File: config.mk
export PLATFORM = sky130hd
export DESIGN_NAME = periodic_jump_removal
export DESIGN_NICKNAME = d
export VERILOG_FILES = /design/src/design/pjr_pkg.sv /design/src/design/periodic_jump_removal.sv
export SDC_FILE = /design/constraint.sdc
export NUM_CORES = 1
export LEC_CHECK = 0
export BUFFER_PORTS_ARGS = -buffer_cell sky130_fd_sc_hd__buf_4
export CORE_ASPECT_RATIO = 1.1
export CORE_MARGIN = 2
export CORE_UTILIZATION = 55
export CTS_BUF_LIST = sky130_fd_sc_hd__clkbuf_8 sky130_fd_sc_hd__clkbuf_16
export DETAILED_ROUTE_END_ITERATION = 10
export GPL_TIMING_DRIVEN = 0
export PLACE_DENSITY = 0.75
export SLEW_MARGIN = 20
export SYNTH_ARGS = -nofsm -noshare
export SYNTH_HDL_FRONTEND = slang
export SYNTH_SLANG_ARGS = --single-unit
File: constraint.sdc
create_clock -name clk -period 10.1 [get_ports clk]
set_clock_uncertainty 0.15 [all_clocks]
set_input_delay 0 -clock clk [delete_from_list [all_inputs] [get_ports clk]]
set_output_delay 0 -clock clk [all_outputs]
set_load 0.05 [all_outputs]
File: src/design/pjr_pkg.sv
// package with constants and types for the periodic jump removal block
`default_nettype none
package pjr_pkg;

	localparam int MAX_SHIFTS = 16;
	localparam int NUM_DIMS = 3;
	localparam int TOP_DIMS = (NUM_DIMS > 3) ? 3 : NUM_DIMS;
	localparam int DIM_W = 2;
	localparam int SHIFT_CNT_W = $clog2(MAX_SHIFTS + 1);
	localparam int COORD_W = 32;
	localparam int DIAG_W = 31;
	localparam int CFG_IDX_W = 3;

	localparam logic [CFG_IDX_W-1:0] REG_BOX_XX = 3'd0;
	localparam logic [CFG_IDX_W-1:0] REG_BOX_YX = 3'd1;
	localparam logic [CFG_IDX_W-1:0] REG_BOX_YY = 3'd2;
	localparam logic [CFG_IDX_W-1:0] REG_BOX_ZX = 3'd3;
	localparam logic [CFG_IDX_W-1:0] REG_BOX_ZY = 3'd4;
	localparam logic [CFG_IDX_W-1:0] REG_BOX_ZZ = 3'd5;

	localparam logic [DIM_W-1:0] DIM_X = 2'd0;
	localparam logic [DIM_W-1:0] DIM_Y = 2'd1;
	localparam logic [DIM_W-1:0] DIM_Z = 2'd2;

	typedef enum logic [2:0] {
		ST_IDLE = 3'b001,
		ST_RUN  = 3'b010,
		ST_POST = 3'b100
	} state_t;

	typedef logic [COORD_W-1:0] coord_t;

endpackage
`default_nettype wire

File: src/design/periodic_jump_removal.sv
// top level: unwraps one atom across a triclinic periodic box with a shared subtract and compare unit
//
// channel   direction  handshake            payload
// in        input      in_valid / in_ready  pos_x..pos_z, ref_x..ref_z, last_atom
// out       output     out_valid / out_ready out_x..out_z, shift_limit_hit, frame_end
// cfg       input      cfg_we               cfg_index, cfg_data
//
// an atom moves from accept to result register in steps, working its dimensions from the top down to x;
// each step is one pass through the shared displacement subtract and compare unit,
// which also drives the row add/subtract
// the next atom can be accepted in the cycle after the result register loads, also while it waits
// a full result register that is not taken holds the finished atom and stalls the input
// reset returns the sequencer to idle and clears the output valid and the box registers to zero
`default_nettype none
module periodic_jump_removal import pjr_pkg::*; (
	input  wire logic                 clk,
	input  wire logic                 arst_n,
	input  wire logic                 in_valid,
	output logic                      in_ready,
	input  wire logic [COORD_W-1:0]   pos_x,
	input  wire logic [COORD_W-1:0]   pos_y,
	input  wire logic [COORD_W-1:0]   pos_z,
	input  wire logic [COORD_W-1:0]   ref_x,
	input  wire logic [COORD_W-1:0]   ref_y,
	input  wire logic [COORD_W-1:0]   ref_z,
	input  wire logic                 last_atom,
	output logic                      out_valid,
	input  wire logic                 out_ready,
	output logic [COORD_W-1:0]        out_x,
	output logic [COORD_W-1:0]        out_y,
	output logic [COORD_W-1:0]        out_z,
	output logic                      shift_limit_hit,
	output logic                      frame_end,
	input  wire logic                 cfg_we,
	input  wire logic [CFG_IDX_W-1:0] cfg_index,
	input  wire logic [COORD_W-1:0]   cfg_data
);

	state_t state_q;

	logic [DIAG_W-1:0]  box_xx_q;
	logic [COORD_W-1:0] box_yx_q;
	logic [DIAG_W-1:0]  box_yy_q;
	logic [COORD_W-1:0] box_zx_q;
	logic [COORD_W-1:0] box_zy_q;
	logic [DIAG_W-1:0]  box_zz_q;

	coord_t p_q [3];
	coord_t r_q [3];
	logic [DIM_W-1:0]       m_q;
	logic                   dir_sub_q;
	logic [SHIFT_CNT_W-1:0] n_q;
	logic                   hit_q;
	logic                   last_q;

	logic                   out_valid_q;
	coord_t                 out_x_q;
	coord_t                 out_y_q;
	coord_t                 out_z_q;
	logic                   out_hit_q;
	logic                   out_last_q;

	coord_t                 row [3];
	logic [DIAG_W-1:0]      diag;
	logic signed [COORD_W:0] disp;
	logic signed [COORD_W:0] diag_s;
	logic signed [COORD_W:0] ndiag_s;
	logic                   cond_add;
	logic                   cond_sub;
	logic                   shift_en;
	logic                   shift_add;
	logic                   dir_switch;
	logic                   dim_done;
	logic                   hit_now;
	logic                   limit;
	logic                   in_acc;
	logic                   post_load;

	assign in_ready = (state_q == ST_IDLE);
	assign in_acc   = in_valid && in_ready;
	assign post_load = (state_q == ST_POST) && (!out_valid_q || out_ready);

	// box row and diagonal of the current dimension
	always_comb begin
		row[0] = '0;
		row[1] = '0;
		row[2] = '0;
		diag   = '0;
		case (m_q)
			DIM_X: begin
				row[0] = {1'b0, box_xx_q};
				diag   = box_xx_q;
			end
			DIM_Y: begin
				row[0] = box_yx_q;
				row[1] = {1'b0, box_yy_q};
				diag   = box_yy_q;
			end
			DIM_Z: begin
				row[0] = box_zx_q;
				row[1] = box_zy_q;
				row[2] = {1'b0, box_zz_q};
				diag   = box_zz_q;
			end
			default: begin
				diag = '0;
			end
		endcase
	end

	// shared displacement and compare unit
	assign disp    = $signed({p_q[m_q][COORD_W-1], p_q[m_q]})
	               - $signed({r_q[m_q][COORD_W-1], r_q[m_q]});
	assign diag_s  = $signed({2'b00, diag});
	assign ndiag_s = -diag_s;
	assign cond_add = (disp <= ndiag_s);
	assign cond_sub = (disp > diag_s);
	assign limit    = (n_q == SHIFT_CNT_W'(MAX_SHIFTS));

	always_comb begin
		shift_en   = 1'b0;
		shift_add  = 1'b0;
		dir_switch = 1'b0;
		dim_done   = 1'b0;
		hit_now    = 1'b0;
		if (diag == '0) begin
			dim_done = 1'b1;
		end else if (!dir_sub_q) begin
			if (cond_add) begin
				if (limit) begin
					hit_now = 1'b1;
				end else begin
					shift_en  = 1'b1;
					shift_add = 1'b1;
				end
			end else if (cond_sub) begin
				shift_en   = 1'b1;
				dir_switch = 1'b1;
			end else begin
				dim_done = 1'b1;
			end
		end else begin
			if (cond_sub) begin
				if (limit) begin
					hit_now = 1'b1;
				end else begin
					shift_en = 1'b1;
				end
			end else begin
				dim_done = 1'b1;
			end
		end
	end

	// sequencer, box registers and output valid
	always_ff @(posedge clk or negedge arst_n) begin
		if (!arst_n) begin
			state_q     <= ST_IDLE;
			out_valid_q <= 1'b0;
			box_xx_q    <= '0;
			box_yx_q    <= '0;
			box_yy_q    <= '0;
			box_zx_q    <= '0;
			box_zy_q    <= '0;
			box_zz_q    <= '0;
		end else begin
			if (cfg_we) begin
				unique case (cfg_index)
					REG_BOX_XX: box_xx_q <= cfg_data[DIAG_W-1:0];
					REG_BOX_YX: box_yx_q <= cfg_data;
					REG_BOX_YY: box_yy_q <= cfg_data[DIAG_W-1:0];
					REG_BOX_ZX: box_zx_q <= cfg_data;
					REG_BOX_ZY: box_zy_q <= cfg_data;
					REG_BOX_ZZ: box_zz_q <= cfg_data[DIAG_W-1:0];
					default: ;
				endcase
			end

			if (post_load) begin
				out_valid_q <= 1'b1;
			end else if (out_ready) begin
				out_valid_q <= 1'b0;
			end

			unique case (state_q)
				ST_IDLE: begin
					if (in_valid) begin
						state_q <= ST_RUN;
					end
				end
				ST_RUN: begin
					if (hit_now || (dim_done && (m_q == DIM_X))) begin
						state_q <= ST_POST;
					end
				end
				ST_POST: begin
					if (post_load) begin
						state_q <= ST_IDLE;
					end
				end
				default: begin
					state_q <= ST_IDLE;
				end
			endcase
		end
	end

	// working position, counters and output payload
	always_ff @(posedge clk) begin
		if (in_acc) begin
			p_q[0]    <= pos_x;
			p_q[1]    <= pos_y;
			p_q[2]    <= pos_z;
			r_q[0]    <= ref_x;
			r_q[1]    <= ref_y;
			r_q[2]    <= ref_z;
			m_q       <= DIM_W'(TOP_DIMS - 1);
			dir_sub_q <= 1'b0;
			n_q       <= '0;
			hit_q     <= 1'b0;
			last_q    <= last_atom;
		end else if (state_q == ST_RUN) begin
			if (hit_now) begin
				hit_q <= 1'b1;
			end else if (shift_en) begin
				for (int d = 0; d < 3; d++) begin
					p_q[d] <= shift_add ? (p_q[d] + row[d]) : (p_q[d] - row[d]);
				end
				if (dir_switch) begin
					dir_sub_q <= 1'b1;
					n_q       <= SHIFT_CNT_W'(1);
				end else begin
					n_q <= n_q + SHIFT_CNT_W'(1);
				end
			end else if (dim_done && (m_q != DIM_X)) begin
				m_q       <= m_q - DIM_W'(1);
				dir_sub_q <= 1'b0;
				n_q       <= '0;
			end
		end

		if (post_load) begin
			out_x_q    <= p_q[0];
			out_y_q    <= p_q[1];
			out_z_q    <= p_q[2];
			out_hit_q  <= hit_q;
			out_last_q <= last_q;
		end
	end

	assign out_valid       = out_valid_q;
	assign out_x           = out_x_q;
	assign out_y           = out_y_q;
	assign out_z           = out_z_q;
	assign shift_limit_hit = out_hit_q;
	assign frame_end       = out_last_q;

endmodule
`default_nettype wire

# Word level (Yosys, flattened, before mapping)
# Memories as Yosys holds them, arrays and structs flattened. A register that Yosys moved wholly into a read port is not among the register bits.
# Index checks and enable logic that the tools add are counted.
[totals]
regBits = 301
ram_bits = 192
in_bits = 233
out_inout_bits = 100
elab_cells = 130
memories = 2
[classes]
add_sub_neg = 10
magnitude_cmp = 2
n_eq_ne = 15
n_mux = 54
bitwise_logic = 5
reduce_logical = 24
[memory_table]
columns = ["name", "words", "width", "rd", "rd_ports_with_merged_regs", "wr", "line", "rtl"]
rows = [
  ["p_q", 3, 32, 4, 1, 3, "periodic_jump_removal.sv:48", "coord_t p_q [3];"],
  ["r_q", 3, 32, 1, 1, 3, "periodic_jump_removal.sv:49", "coord_t r_q [3];"],
]
[ops]
columns = ["op", "n"]
rows = [
  ["$mux 32", 6],
  ["$add 32x32->32", 3],
  ["$pmux 32 s3", 1],
  ["$sub 32x32->32", 3],
  ["$pmux 31 s3", 1],
  ["$pmux 32 s2", 1],
  ["$gt 33x32->1", 1],
  ["$le 33x33->1", 1],
  ["$mux 1", 33],
  ["$neg 31->33", 1],
  ["$sub 32x32->33", 1],
  ["$logic_not 31->1", 1],
  ["$mux 31", 1],
  ["$mux 5", 3],
  ["$reduce_and 2->1", 7],
  ["$eq 3x2->1 const B", 3],
  ["$eq 3x3->1 const B", 3],
  ["$mux 3", 3],
  ["$pmux 3 s3", 1],
  ["$mux 2", 4],
  ["$reduce_and 4->1", 2],
  ["$eq 3x1->1 const B", 2],
  ["$ne 2x2->1 const B", 3],
  ["$reduce_and 3->1", 2],
  ["other kinds (14)", 23],
]

# Depth between registers and ports, before layout
[logic_depth]
word_depth = 13
depth_mapped = 46
depth_no_buf = 39

# Worst setup path before layout
# No wires, ideal clock.
[synth_timing]
path_type = "register -> register"
startpoint = "register m_q[1]"
endpoint = "memory p_q[0][31] (netlist bit), data pin"
setup_time_ns = 0.262
arrival_time_ns = 8.380
required_time_ns = 9.688
slack_ns = 1.309
stages_incl_launch_ff = 44
n_path_buf = 10
period_less_slack_ns = 8.791
cell_sequence = "dfxtp_1 > inv_1 > ha_1 > buf_2 > buf_6 > buf_4 > buf_6 > buf_2 > buf_2 > buf_1 > clkbuf_1 > a222oi_1 > or2_2 > ha_1 > nand4_1 > o21a_1 > nor2_2 > o211ai_2 > (+8 left out) > a31o_2 > nor2_1 > buf_2 > buf_2 > nor2_1 > xor2_1 > ha_1 > o21ai_0 > o21a_1 > o211ai_1 > a21oi_1 > o21ai_0 > or4b_2 > a31o_2 > a21o_1 > a21oi_1 > o21a_1 > o31ai_1"
[synth_rtl]
columns = ["item", "line", "rtl"]
rows = [
  ["from (decl)", "periodic_jump_removal.sv:50", "logic [DIM_W-1:0] m_q;"],
  ["from (signal assigned)", "periodic_jump_removal.sv:217", "m_q <= DIM_W'(TOP_DIMS - 1);"],
  ["from (signal assigned)", "periodic_jump_removal.sv:236", "m_q <= m_q - DIM_W'(1);"],
  ["to (decl)", "periodic_jump_removal.sv:48", ""],
]

==> metrics.yaml <==
grt:
  antenna_found_initial: 4
  grt_pass1_wl_um: 184000
  grt_pass1_vias: 29200
  grt_max_degree: 107
  globalRouteTotalUtil_pct: 42.6
  grt_overflow: 0
synth:
  ys_seq_area_share_pct: 44.1
  synth_edf_count: 291
  syn_nets: 3383
  synth_area_um2: 31300
  synth_commonest_cells: "edfxtp_1, nand2_1, mux2_2"
  yosysTopAreaCell: "edfxtp_1"
  synth_cell_types: 97
  async_reset_ff_share_pct: 39.0
  synth.top_cells.by_area: "edfxtp_1, dfrtp_1, ha_1"
  syn_avg_cell_area_um2: 10.6
  synth_top_flop_cell: "edfxtp_1"
  synth.most_common_cell: "edfxtp_1"
  synthCells: 2947
  synth_top_area_share_pct: 27.9
  synth-seq-cells: 495
  ys_warn_count: 0
worst_setup_path:
  cp_slowest_cell: "or4b_2"
  cp_max_fo: 10
  crit_top_cell: "a21o_1"
  critPathCaptureType: "flip-flop"
  reg2reg_depth: 43
  critPathLaunchType: "flip-flop"
  required_ps: 10300
  crit_arrival_ps: 10350
  path_class: "flip-flop to flip-flop"
  critPathMaxStageDelay_ps: 630
sta:
  worst_hold_slack_ps: 31.5
  hold_violations: 0
  worst_slew_pin_slew_ps: 1260
  drv_slew: 0
  min_period_ps: 10150
  fin_crit_sh_pct: 101
  slew_headroom_pct: 15.8
  setup_violations: 3
  setup_slack_ps: -52.9
  max_freq_ghz: 0.0985
  final.setup.tns_ps: -82.1
run:
  maxCapViolations: 0
cts:
  numCtsBuffers: 51
  cts_sinks: 495
  cts_tree: "done"
  clock_path_buffers: 3
  root_buffer: "clkbuf_16"
  clk_pin_slew_ps: 60
  clock_latency_ps: 630
  htree_levels: 2
floorplan:
  start_util_pct: 55.7
  chipWidth_um: 231
  die_y_um: 254
  rows: 91
  core_area_um2: 56100
  dieArea_um2: 58800
  io_pins: 333
placed_design:
  post_dp_cell_area_um2: 34900
  place_congestion: 1.00
  dp_cells: 4030
  place_hpwl_um: 92200
  io_buffers: 332
detailed_routing:
  wl_met2_um: 57100
  wirelength_um: 128000
  vias_per_cell: 6.55
  drt_first_pass_iters: 10
  postRouteAntennaNets: 0
  maxUsedRoutingLayer: "met4"
  post_drt_wl_per_cell_um: 28.6
  first_iter_violations: 4195
  num_vias: 29400
  drt-met1-wl_um: 47100
  drcViolationCount: 0
  routed-wl-met3_um: 13800
outcome:
  failed_checks: "negative setup slack"
  outcome: "complete, but fails checks"
layout:
  fin_cells: 4485
  final_cell_area_um2: 40800
  syn2layout_area_growth_pct: 30.3
  drive_gt1_share_pct: 23.3
  fillers: 3772
  finalNetCount: 4131
worst_hold_path:
  hold_path_class: "input pin to flip-flop"
  whs_path_depth: 3
-- flip-flops by register name, indices dropped and copies added (netlist names), 31 cells and up, named ones only --
register and count:
p_q 96, r_q 96, box_yx_q 32, box_zx_q 32, box_zy_q 32, out_x 32
out_y 32, out_z 32, box_xx_q 31, box_yy_q 31, box_zz_q 31
-- cells by family (layout without fill, tap and decap cells) --
kind of cell             count (synthesis)  after routing  share of synthesized area [%]
AND/OR/NAND/NOR                        763            763                           11.5
other                                    0              4                              0
AO/OA/AOI/OAI                          768            768                           16.4
buffers and inverters                  204            994                           2.79
adder cells (fa/ha/maj)                203            203                           8.21
multiplexers                           329            329                           11.8
XOR/XNOR                               185            185                           5.22
flip-flops                             495            495                           44.1
-- what timing repair did --
item,4_1_cts,5_1_grt
buffers inserted,12,15
endpoints found under the setup margin,145,51
endpoints found under the hold margin,578,0
resized for setup,112,75
pin swaps,15,17
hold buffers,338,0
-- stage by stage --
stage | setup WS [ps] | utilization (%)
2_1_floorplan | 1310 | -
3_3_place_gp | -2730 | 61.8
3_5_place_dp | -2740 | 62.2
4_1_cts | 2.62 | 72.0
5_1_grt | -99.9 | 72.6
6_report | -52.9 | 72.6
-- layout by cell type (no fill, tap or decap), types with 24 or more instances in the layout --
cell | synthesis | final
mux2_2 | 219 | 219
inv_1 | 80 | 90
dlygate4sd3_1 | 0 | 337
clkbuf_1 | 68 | 43
dfrtp_1 | 192 | 192
o21ai_0 | 172 | 145
nand4_1 | 25 | 25
mux2i_1 | 70 | 65
nor3_1 | 40 | 39
edfxtp_1 | 291 | 291
a21oi_1 | 196 | 191
nor2_1 | 218 | 213
nand3_1 | 67 | 67
ha_1 | 199 | 194
a21o_1 | 62 | 62
nand2_1 | 245 | 242
xor2_1 | 53 | 49
o21ai_1 | 7 | 25
a22o_1 | 35 | 35
and3_1 | 24 | 24
buf_4 | 5 | 368
a222oi_1 | 50 | 50
o21a_1 | 36 | 34
xnor2_1 | 131 | 126
clkbuf_16 | 0 | 54
-- cell type report --
cell class	count	area (um^2)	share of cell area, %
Antenna cell	4	10.0	0.0246
Buffer	114	637	1.56
Clock buffer	57	1390	3.42
Clock inverter	38	305	0.749
Inverter	81	309	0.758
Multi-Input combinational cell	2248	17100	42.0
Sequential cell	495	13800	33.8
Tap cell	744	931	2.28
Timing Repair Buffer	704	6250	15.3
-- per-layer routing --
layer / global-route usage, % / up-vias
met2: 67.0 / 2056
li1: - / 12600
met1: 53.6 / 14300
met5: 0 / -
met3: 9.18 / 473
met4: 26.9 / 0
-- worst paths after layout --
path	startpoint	end	slack [ps]
max	flip-flop	p_q[0][31]	-50
min	cfg_data[31]	box_zy_q[31]	30
max reg2reg	flip-flop	p_q[0][31]	-50
min reg2reg	last_q	frame_end	280
max in group asynchronous	arst_n	box_zx_q[2]	8930
min in group asynchronous	arst_n	box_zy_q[31]	390
-- worst max-delay path, delay by kind of cell, from the launching register on --
family	cells	cell delay, ps
flip-flops	1	470
multiplexers	1	360
buffers and inverters	6	1030
adder cells (fa/ha/maj)	3	890
AO/OA/AOI/OAI	28	5640
AND/OR/NAND/NOR	5	1310
Power is left out: the tool's default activity adds up to more than one toggle a clock period on the data nets, which glitch-free logic cannot reach.
